$ cat config.mk
export PLATFORM = sky130hd
export DESIGN_NAME = lmh_ctrl
export DESIGN_NICKNAME = d
export VERILOG_FILES = /design/src/design/lmh_pkg.sv /design/src/design/lmh_ctrl.sv
export SDC_FILE = /design/constraint.sdc
export NUM_CORES = 1
export LEC_CHECK = 0
export ABC_AREA = 1
export BUFFER_PORTS_ARGS = -buffer_cell sky130_fd_sc_hd__buf_2
export CAP_MARGIN = 20
export CORE_UTILIZATION = 35
export DETAILED_ROUTE_END_ITERATION = 10
export GPL_ROUTABILITY_DRIVEN = 0
export MAX_ROUTING_LAYER = met4
export PLACE_DENSITY = 0.62
export SYNTH_ARGS = -nofsm -noshare
export SYNTH_HDL_FRONTEND = slang
export SYNTH_SLANG_ARGS = --single-unit
$ cat constraint.sdc
create_clock -name clk -period 1.2 [get_ports clk]
set_input_delay 0.18 -clock clk [delete_from_list [all_inputs] [get_ports clk]]
set_output_delay 0.18 -clock clk [all_outputs]
set_load 0.02 [all_outputs]
$ cat src/design/lmh_pkg.sv
// ----------------------------------------------------------------------------
// lmh_pkg
// shared types, constants and helpers of the 256-bit lane mixing hash
// ----------------------------------------------------------------------------
package lmh_pkg;

  localparam logic [63:0] MIX_C1  = 64'hff51afd7ed558ccd;
  localparam logic [63:0] MIX_C2  = 64'hc4ceb9fe1a85ec53;
  localparam logic [63:0] INIT_C2 = 64'h9e3779b97f4a7c15;
  localparam logic [63:0] INIT_C3 = 64'h517cc1b727220a95;
  localparam logic [63:0] FIN_M1  = 64'hbf58476d1ce4e5b9;
  localparam logic [63:0] FIN_M2  = 64'h94d049bb133111eb;

  localparam logic [5:0] ROT_ABSORB = 6'd27;
  localparam logic [5:0] ROT_TAIL   = 6'd31;
  localparam logic [5:0] FIN_SHIFT  = 6'd33;
  localparam logic [5:0] BLOCK_BYTES = 6'd32;
  localparam logic [1:0] LAST_LANE  = 2'd3;
  localparam logic [1:0] LAST_ROUND = 2'd2;

  localparam logic REG_SEED = 1'b0;

  typedef struct packed {
    logic [63:0] word0;
    logic [63:0] word1;
    logic [63:0] word2;
    logic [63:0] word3;
    logic [5:0]  byte_count;
    logic        first;
    logic        last;
    logic [30:0] msg_len;
  } in_t;

  typedef struct packed {
    logic [63:0] hash0;
    logic [63:0] hash1;
    logic [63:0] hash2;
    logic [63:0] hash3;
  } out_t;

  typedef enum logic [3:0] {
    S_IDLE,
    S_DISPATCH,
    S_INIT_GO,
    S_INIT_WAIT,
    S_ABS_GO,
    S_ABS_WAIT,
    S_ROUND,
    S_F1_GO,
    S_F1_WAIT,
    S_F2_GO,
    S_F2_WAIT,
    S_EMIT
  } state_t;

  typedef enum logic [1:0] {
    MS_INIT,
    MS_ABSORB,
    MS_FMIX1,
    MS_FMIX2
  } mul_sel_t;

  typedef struct packed {
    logic     load;
    logic     mul_start;
    mul_sel_t mul_sel;
    logic     init_wr;
    logic     absorb_wr;
    logic     tmp_wr;
    logic     fmix_wr;
    logic     round_wr;
    logic     out_load;
    logic [1:0] lane;
  } cmd_t;

  typedef struct packed {
    logic mul_done;
    logic first;
    logic last;
    logic cnt_zero;
    logic out_busy;
  } sts_t;

  function automatic logic [63:0] rotl64(input logic [63:0] x, input logic [5:0] r);
    logic [6:0] rr;
    rr = 7'd64 - {1'b0, r};
    return (x << r) | (x >> rr);
  endfunction

  function automatic logic [63:0] xs33(input logic [63:0] v);
    return v ^ (v >> FIN_SHIFT);
  endfunction

endpackage

$ cat src/design/lmh_ctrl.sv
// ----------------------------------------------------------------------------
// lmh_ctrl
// sequencer for block load, lane init, absorb and finalization steps
// ----------------------------------------------------------------------------
module lmh_ctrl (
  input  logic          clk,
  input  logic          rst,
  input  logic          in_valid,
  output logic          in_ready,
  input  lmh_pkg::sts_t sts,
  output lmh_pkg::cmd_t cmd
);
  import lmh_pkg::*;

  state_t     state;
  state_t     state_next;
  state_t     after_init;
  logic [1:0] lane;
  logic [1:0] round;

  // where a block goes once its lanes are set up
  always_comb begin
    if (!sts.cnt_zero) begin
      after_init = S_ABS_GO;
    end else if (sts.last) begin
      after_init = S_ROUND;
    end else begin
      after_init = S_IDLE;
    end
  end

  always_comb begin
    state_next = state;
    case (state)
      S_IDLE: begin
        if (in_valid) state_next = S_DISPATCH;
      end
      S_DISPATCH: begin
        state_next = sts.first ? S_INIT_GO : after_init;
      end
      S_INIT_GO: state_next = S_INIT_WAIT;
      S_INIT_WAIT: begin
        if (sts.mul_done) state_next = after_init;
      end
      S_ABS_GO: state_next = S_ABS_WAIT;
      S_ABS_WAIT: begin
        if (sts.mul_done) begin
          if (lane != LAST_LANE) begin
            state_next = S_ABS_GO;
          end else begin
            state_next = sts.last ? S_ROUND : S_IDLE;
          end
        end
      end
      S_ROUND: state_next = S_F1_GO;
      S_F1_GO: state_next = S_F1_WAIT;
      S_F1_WAIT: begin
        if (sts.mul_done) state_next = S_F2_GO;
      end
      S_F2_GO: state_next = S_F2_WAIT;
      S_F2_WAIT: begin
        if (sts.mul_done) begin
          if (lane != LAST_LANE) begin
            state_next = S_F1_GO;
          end else begin
            state_next = (round == LAST_ROUND) ? S_EMIT : S_ROUND;
          end
        end
      end
      S_EMIT: begin
        if (!sts.out_busy) state_next = S_IDLE;
      end
      default: state_next = S_IDLE;
    endcase
  end

  always_comb begin
    in_ready      = (state == S_IDLE);
    cmd           = '0;
    cmd.lane      = lane;
    cmd.mul_sel   = MS_INIT;
    cmd.load      = in_ready & in_valid;
    case (state)
      S_INIT_GO: begin
        cmd.mul_start = 1'b1;
      end
      S_INIT_WAIT: begin
        cmd.init_wr = sts.mul_done;
      end
      S_ABS_GO: begin
        cmd.mul_sel   = MS_ABSORB;
        cmd.mul_start = 1'b1;
      end
      S_ABS_WAIT: begin
        cmd.mul_sel   = MS_ABSORB;
        cmd.absorb_wr = sts.mul_done;
      end
      S_ROUND: begin
        cmd.round_wr = 1'b1;
      end
      S_F1_GO: begin
        cmd.mul_sel   = MS_FMIX1;
        cmd.mul_start = 1'b1;
      end
      S_F1_WAIT: begin
        cmd.mul_sel = MS_FMIX1;
        cmd.tmp_wr  = sts.mul_done;
      end
      S_F2_GO: begin
        cmd.mul_sel   = MS_FMIX2;
        cmd.mul_start = 1'b1;
      end
      S_F2_WAIT: begin
        cmd.mul_sel = MS_FMIX2;
        cmd.fmix_wr = sts.mul_done;
      end
      S_EMIT: begin
        cmd.out_load = ~sts.out_busy;
      end
      default: begin
        cmd.mul_sel = MS_INIT;
      end
    endcase
  end

  always_ff @(posedge clk) begin
    if (rst) begin
      state <= S_IDLE;
      lane  <= 2'd0;
      round <= 2'd0;
    end else begin
      state <= state_next;
      if (state == S_IDLE) begin
        lane  <= 2'd0;
        round <= 2'd0;
      end else if (state == S_ABS_WAIT && sts.mul_done) begin
        lane <= lane + 2'd1;
      end else if (state == S_F2_WAIT && sts.mul_done) begin
        lane <= lane + 2'd1;
        if (lane == LAST_LANE) round <= round + 2'd1;
      end
    end
  end

endmodule

; After elaboration in Yosys (flattened, before gate mapping)
; Cells that the tools add are included.
; W data, S select, Z words.
[totals]
ff_bits = 8
inputBits = 8
elab_cells = 62
[op_classes]
add_sub_neg = 2
eq_ne = 20
n_mux = 23
n_bitwise = 3
reduce_logical = 11
[op_table]
columns = cell, n
row1 = $pmux W4 S12, 1
row2 = $mux W4, 10
row3 = $eq A4 B3 Y1 const B, 4
row4 = $eq A4 B4 Y1 const B, 4
row5 = $ne A2 B2 Y1 const B, 7
row6 = $eq A4 B2 Y1 const B, 2
row7 = $reduce_or A2 Y1, 4
row8 = $mux W1, 7
row9 = $mux W3, 2
row10 = $pmux W2 S3, 1
row11 = $reduce_and A6 Y1, 1
row12 = $add A2 B1 Y2 const B, 2
row13 = $eq A2 B2 Y1 const B, 2
row14 = $eq A4 B1 Y1 const B, 1
row15 = $logic_not A4 Y1, 1
row16 = $mux W2, 2
row17 = $reduce_or A4 Y1, 1
row18 = $reduce_and A3 Y1, 1
row19 = $logic_and A1 B1 Y1, 2
row20 = $not A1 Y1, 2
row21 = $reduce_bool A2 Y1, 1
row22 = $and A1 B1 Y1, 1

; Logic depth before layout (Yosys ltp)
; Gate-level depths: netlist (run 1).
[logic_depth]
depth_word = 5
depth_mapped = 9

; Least setup slack after synthesis (run 1)
; Ideal clock, no wire load.
[synth_timing]
path_type = reg-to-output
start = reg state[1]
end = out cmd[2] (netlist name)
arrival_time_ns = 1.205
setup_slack_ns = -0.185
stages_incl_launch_ff = 3
cell_sequence = dfxtp_1 > nand2_1 > nor4_1
[synth_rtl]
columns = item, line_no
row1 = from (decl), lmh_ctrl.sv:15  ; state_t state;
row2 = from (signal assigned), lmh_ctrl.sv:132  ; state <= state_next;
row3 = to (decl), lmh_ctrl.sv:11  ; output lmh_pkg::cmd_t cmd

==> results.tsv, run 1 <==
stage	metric	value	unit
run_status	status	finished with violations	
run_status	violations	DRC, setup timing	
clock_network	h-tree-depth	1	
synthesis	yosysWarnings	0	
setup_path	crit_fanout	7	
clock_network	path_clk_slew	0.06	ns
power_and_ir_drop	powerDensity	1130	nW/um2
setup_path	reg2reg_slack	-0.32	ns
setup_path	critPathCapture	cmd[4]	
power_and_ir_drop	peakVddDrop	784	uV
timing	timing.fmax	650	MHz
placement	dpl-instance-area	973	um2
route	ant_nets	0	
power_and_ir_drop	p_clk_frac	0.139	
floorplan	dieHeight	47.5	um
floorplan	num_io_pins	21	
timing	maxSlewViolCount	0	
power_and_ir_drop	netSwitchingFraction	0.455	
setup_path	cp-end-kind	output port	
synthesis	async_flop_share	0	
power_and_ir_drop	power	1.46	mW
clock_network	cts_sinks	8	
floorplan	core_area	1960	um2
power_and_ir_drop	power.switching	0.666	mW
synthesis	synth_cells	114	
route	vias_per_cell	5.28	
floorplan	initial_core_util	0.370	
setup_path	r2r_start	state[3]	
clock_network	cts_buffers	3	
timing	fin_skew	0.00596	ns
synthesis	syn_area_per_cell	6.37	um2
route	drt_pre_antenna_iters	7	
floorplan	die_x	47.5	um
route	via_count	1013	
clock_network	cts_tree	built	
setup_path	crit_start	state[3]	
synthesis	yosysTopAreaCell	dfxtp_1	
timing	fin_crit_sh	1.28	
route	drt_iter0_drc	21	
finish	nets	177	
route	avgRoutedWirePerCell	13.5	um
synthesis	synth_area_leaders	dfxtp_1, nand2_1, nand3_1	
finish	area_growth_syn_to_layout	78.8	%
synthesis	synth_top_area_share	0.221	
grt	grt_pass1_vias	990	
run	cap_violations	0	
floorplan	rows	16	
clock_network	clockBufferDepth	2	
route	routed_wl	2.59	mm
setup_path	required	1.02	ns
timing	worst_slack	-0.339	ns
grt	grt_pass1_wl	3.94	mm
setup_path	rr_endpoint	state[0]	
floorplan	die_area	2260	um2
setup_path	cp-start-kind	flop	
finish	stdcell_area	1300	um2
placement	pre_cts_slack	-0.133	ns
timing	rsz0062_at_grt	yes	
synthesis	synth.distinct_cells	25	
finish	antennaDiodeCount	0	
grt	antenna_found_initial	0	
clock_network	clock_latency	0.25	ns
grt	grt_usage	0.257	
synthesis	synth-seq-cells	8	
clock_network	clockRootBuffer	clkbuf_4	
setup_path	rr_worst_depth	10	
finish	drive_above_1_share	0.570	
timing	hold_viol_final	0	
timing	slew_headroom	0.719	
timing	finalSetupViolCount	19	
synthesis	synth_flop_cell	dfxtp_1	
route	route.detailed.drc	1	
synthesis	syn_nets	124	
power_and_ir_drop	pwr-share-comb	0.599	
power_and_ir_drop	pwr-share-seq	0.261	
power_and_ir_drop	leakagePower	0.651	nW
placement	io_buffer_count	20	
synthesis	synth-edff-count	0	
min_path	hp-class	in -> reg	
grt	grt_overflow	0	
setup_path	setup.worst_path.class	reg -> out	
timing	layout_min_cycle_time	1.54	ns
synthesis	yosysSeqAreaShare	0.221	
placement	dp_hpwl	1.71	mm
power_and_ir_drop	internal_power	0.798	mW
grt	grt_max_degree	8	
setup_path	arrival	1.36	ns
synthesis	syn_area	726	um2
timing	worst_pin_slew	0.421	ns
## routing by layer
layer / GRT usage / wire (um) / vias up
li1: - / - / 478
met1: 0.245 / 918 / 472
met2: 0.477 / 1430 / 55
met3: 0.0830 / 191 / 8
met4: 0.0944 / 51 / 0
met5: - / 0 / -
## registers in the layout, summed over array words and instances (netlist names)
signal	cells
round	2
state	4
lane	2
## cells in the final DEF (no fill, tap or decap), drive strengths merged
cell / n
inv: 12
dfxtp: 8
nor4: 1
o22ai: 1
clkbuf: 3
ha: 2
nor2: 17
nand3: 15
and2: 1
nand2: 35
buf: 50
nand4: 3
o21ai: 5
clkinv: 2
a21oi: 8
nor3: 2
## logic make-up (layout without fill, tap and decap cells)
kind of cell    after synthesis  count (layout)  share of synthesized area
buf+inv                      16              67                     0.0983
simple gates                 74              74                      0.533
fa+ha+maj                     2               2                     0.0345
compound gates               14              14                      0.114
flops                         8               8                      0.221
## layout make-up
class	instances	area (um2)
Fill cell	168	664
Multi-Input combinational cell	90	597
Timing Repair Buffer	50	404
Sequential cell	8	175
Inverter	14	65.1
Tap cell	27	33.8
Clock buffer	3	22.5
## critical path: stages, from the launching register on
cell,delay [ns]
dfxtp_4,0.40
inv_4,0.06
nor2_4,0.22
buf_6,0.15
nand3_4,0.09
clkinv_4,0.07
buf_6,0.11
## cells in the mapped netlist (2+ instances only)
library cell / n
a21oi_1: 6
a21oi_2: 2
clkinv_1: 2
dfxtp_1: 8
ha_1: 2
inv_1: 7
inv_2: 5
nand2_1: 31
nand2_4: 3
nand3_1: 13
nand4_1: 3
nor2_1: 12
nor2_4: 4
nor3_1: 2
o21ai_1: 4
## power by group through the flow
stage	Clock [mW]	Sequential (mW)	Combinational [mW]
after detailed placement	0	0.352	0.686
final	0.204	0.383	0.877
after CTS	0.212	0.373	0.805
after global routing	0.232	0.389	0.932
after floorplan	0	0.336	0.467
after global placement	0	0.351	0.679
## metrics by stage
stage | std cells | hold WS, ns | setup TNS [ns] | util
finish | 192 | 0.156 | -4.93 | 0.661
global route | 192 | 0.156 | -6.14 | 0.661
CTS | 189 | 0.132 | -3.74 | 0.630
detailed placement | 173 | 0.403 | -1.08 | 0.496
global placement | 173 | 0.400 | -1.04 | 0.496
floorplan | 114 | 0.235 | -0.0952 | -
## timing repair
action,in CTS,in global routing
endpoints found under the setup margin,19,19
pin swaps,11,5
resized for setup,36,11
hold buffers,0,0
buffers inserted,13,4
## worst min-delay path by stage
| stage | from | end | slack (ns) | cells after the start |
|---|---|---|---|---|
| finish | rst | state[1] | 0.16 | 2 |
| global route | rst | state[2] | 0.16 | 2 |
| CTS | rst | state[1] | 0.13 | 2 |
| detailed placement | rst | state[1] | 0.40 | 2 |
| global placement | rst | state[1] | 0.40 | 2 |
| floorplan | rst | state[1] | 0.24 | 1 |
Note: power is estimated with default switching activity, not from simulation.
==> run 2, diff against run 1 <==
--- a/config.mk
+++ b/config.mk
@@ -13,6 +13,8 @@
 export GPL_ROUTABILITY_DRIVEN = 0
 export MAX_ROUTING_LAYER = met4
 export PLACE_DENSITY = 0.62
+export RECOVER_POWER = 50
+export SETUP_SLACK_MARGIN = 0.05
 export SYNTH_ARGS = -nofsm -noshare
 export SYNTH_HDL_FRONTEND = slang
 export SYNTH_SLANG_ARGS = --single-unit
==> run 2 against run 1 <==
The flow finishes with violations (setup timing). Final cell count shrank 1.0%. Non-clock buffer count is 2 lower. Utilization grew 1.9 points. Routed wire length is 12% lower. Hold slack improved by 0.0020 ns. Critical path depth is 1 lower. Combinational power increased by 20%. Critical path type unchanged. Largest cell class unchanged.
==> results.tsv, run 2 (same netlist as run 1, synthesis figures left out) <==
stage	metric	value	unit
route	vias_per_cell	4.88	
timing	hold_viol_final	0	
floorplan	num_io_pins	21	
finish	final_cell_mix	nand2_1, buf_4, buf_6, nand3_1, buf_2	
placement	io_buffer_count	20	
placement	dp_cells	174	
setup_path	cp-end-kind	output port	
grt	grt_pass1_wl	3.39	mm
route	routed_wl	2.27	mm
floorplan	core_area	1960	um2
min_path	hp-class	in -> reg	
timing	finalSetupViolCount	19	
finish	layout_commonest_cell	nand2_1	
finish	largest_register_ffs	4	
clock_network	cts_tree	built	
grt	grt_overflow	0	
finish	fill_cells	178	
grt	grt_usage	0.227	
power_and_ir_drop	leakagePower	0.644	nW
power_and_ir_drop	power	1.62	mW
floorplan	rows	16	
floorplan	die_area	2260	um2
finish	layout.cells.non_filler	190	
timing	fin_crit_sh	1.20	
timing	fin_skew	0.00201	ns
power_and_ir_drop	powerDensity	1210	nW/um2
finish	nets	175	
clock_network	path_clk_slew	0.05	ns
setup_path	cp-start-kind	flop	
finish	regArea	176	um2
run_status	violations	setup timing	
clock_network	clockBufferDepth	2	
setup_path	cp_top_family	simple AND/OR/NAND/NOR gates	
power_and_ir_drop	peakVddDrop	765	uV
finish	stdcell_area	1340	um2
timing	worst_slack	-0.235	ns
setup_path	path_buf_inv	2	
timing	layout_min_cycle_time	1.44	ns
setup_path	setup.worst_path.class	reg -> out	
finish	regMostFlops	state	
timing	slew_headroom	0.700	
floorplan	initial_core_util	0.370	
timing	worst_pin_slew	0.450	ns
run	cap_violations	0	
placement	dpl-instance-area	1010	um2
setup_path	required	1.02	ns
placement	dp_hpwl	1.61	mm
route	ant_nets	0	
clock_network	clock_latency	0.25	ns
finish	multi_input_area	631	um2
setup_path	cpPeakStageDelay	0.36	ns
timing	rsz0062_at_grt	yes	
route	drt_iter0_drc	14	
setup_path	crit_fanout	4	
finish	drive_above_1_share	0.601	
finish	reg.largest.list	state x4, lane x2, round x2	
timing	maxSlewViolCount	0	
floorplan	die_x	47.5	um
run_status	status	finished with violations	
clock_network	cts_sinks	8	
grt	grt_pass1_vias	802	
route	avgRoutedWirePerCell	11.9	um
route	route.detailed.drc	0	
grt	grt_max_degree	9	
grt	antenna_found_initial	0	
setup_path	slowest_stage	dfxtp_4	
clock_network	h-tree-depth	1	
clock_network	cts_buffers	3	
setup_path	arrival	1.26	ns
placement	pre_cts_slack	-0.178	ns
finish	area_growth_syn_to_layout	84.0	%
floorplan	dieHeight	47.5	um
route	via_count	927	
finish	antennaDiodeCount	0	
setup_path	path_cells	buf_6, nor2_4, nand2_4, nand4_1, buf_4	
clock_network	clockRootBuffer	clkbuf_4	
timing	timing.fmax	697	MHz
route	drt_pre_antenna_iters	4	
==> run 2: final cells by class <==
| cell class | count | share of cell area |
|---|---|---|
| inverters | 14 | 0.0469 |
| clock buffers | 3 | 0.0169 |
| flip-flops and latches | 8 | 0.132 |
| well taps | 27 | 0.0253 |
| multi-input cells | 90 | 0.472 |
| repair buffers | 48 | 0.306 |
==> run 2: power by group <==
part           switching (mW)  internal (mW)
Clock                  0.0906          0.114
Combinational           0.551          0.498
Sequential             0.0606          0.303
Total                   0.703          0.915
==> run 2: path summary, 6_finish.rpt <==
path / start / to / slack [ns] / depth (start not counted)
worst max-delay path: state[3] / cmd[8] / -0.24 / 5
worst min-delay path: rst / state[1] / 0.16 / 2
worst max register to register: state[3] / state[1] / -0.17 / 9
worst min register to register: lane[0] / lane[0] / 0.47 / 1
==> run 2: metal layers <==
metal	vias up	global-route usage	wire length, um	share of wire
met5	-	-	0	0
met4	0	0.122	86	0.038
met3	9	0.0377	87	0.038
met2	26	0.370	1150	0.51
met1	416	0.265	943	0.42
li1	476	-	-	-
==> run 2: per-stage QoR <==
stage               hold slack (ns)  TNS, ns   util
finish                        0.158    -3.01  0.680
global route                  0.158    -4.18  0.680
CTS                           0.130    -2.78  0.639
detailed placement            0.406   -0.697  0.515
global placement              0.405   -0.545  0.515
floorplan                     0.235  -0.0967      -
==> run 2: worst reg2reg max path: cells and delay by family (launching register included) <==
family                 cells  cell delay [ns]
buffers and inverters      2             0.28
AND/OR/NAND/NOR            6             0.53
flip-flops                 1             0.36
AO/OA/AOI/OAI              1             0.12
==> run 2: what timing repair did <==
action	in CTS	in global routing
resized for setup	39	17
setup endpoints to repair	19	19
buffers inserted	14	2
hold buffers	0	0
pin swaps	17	11
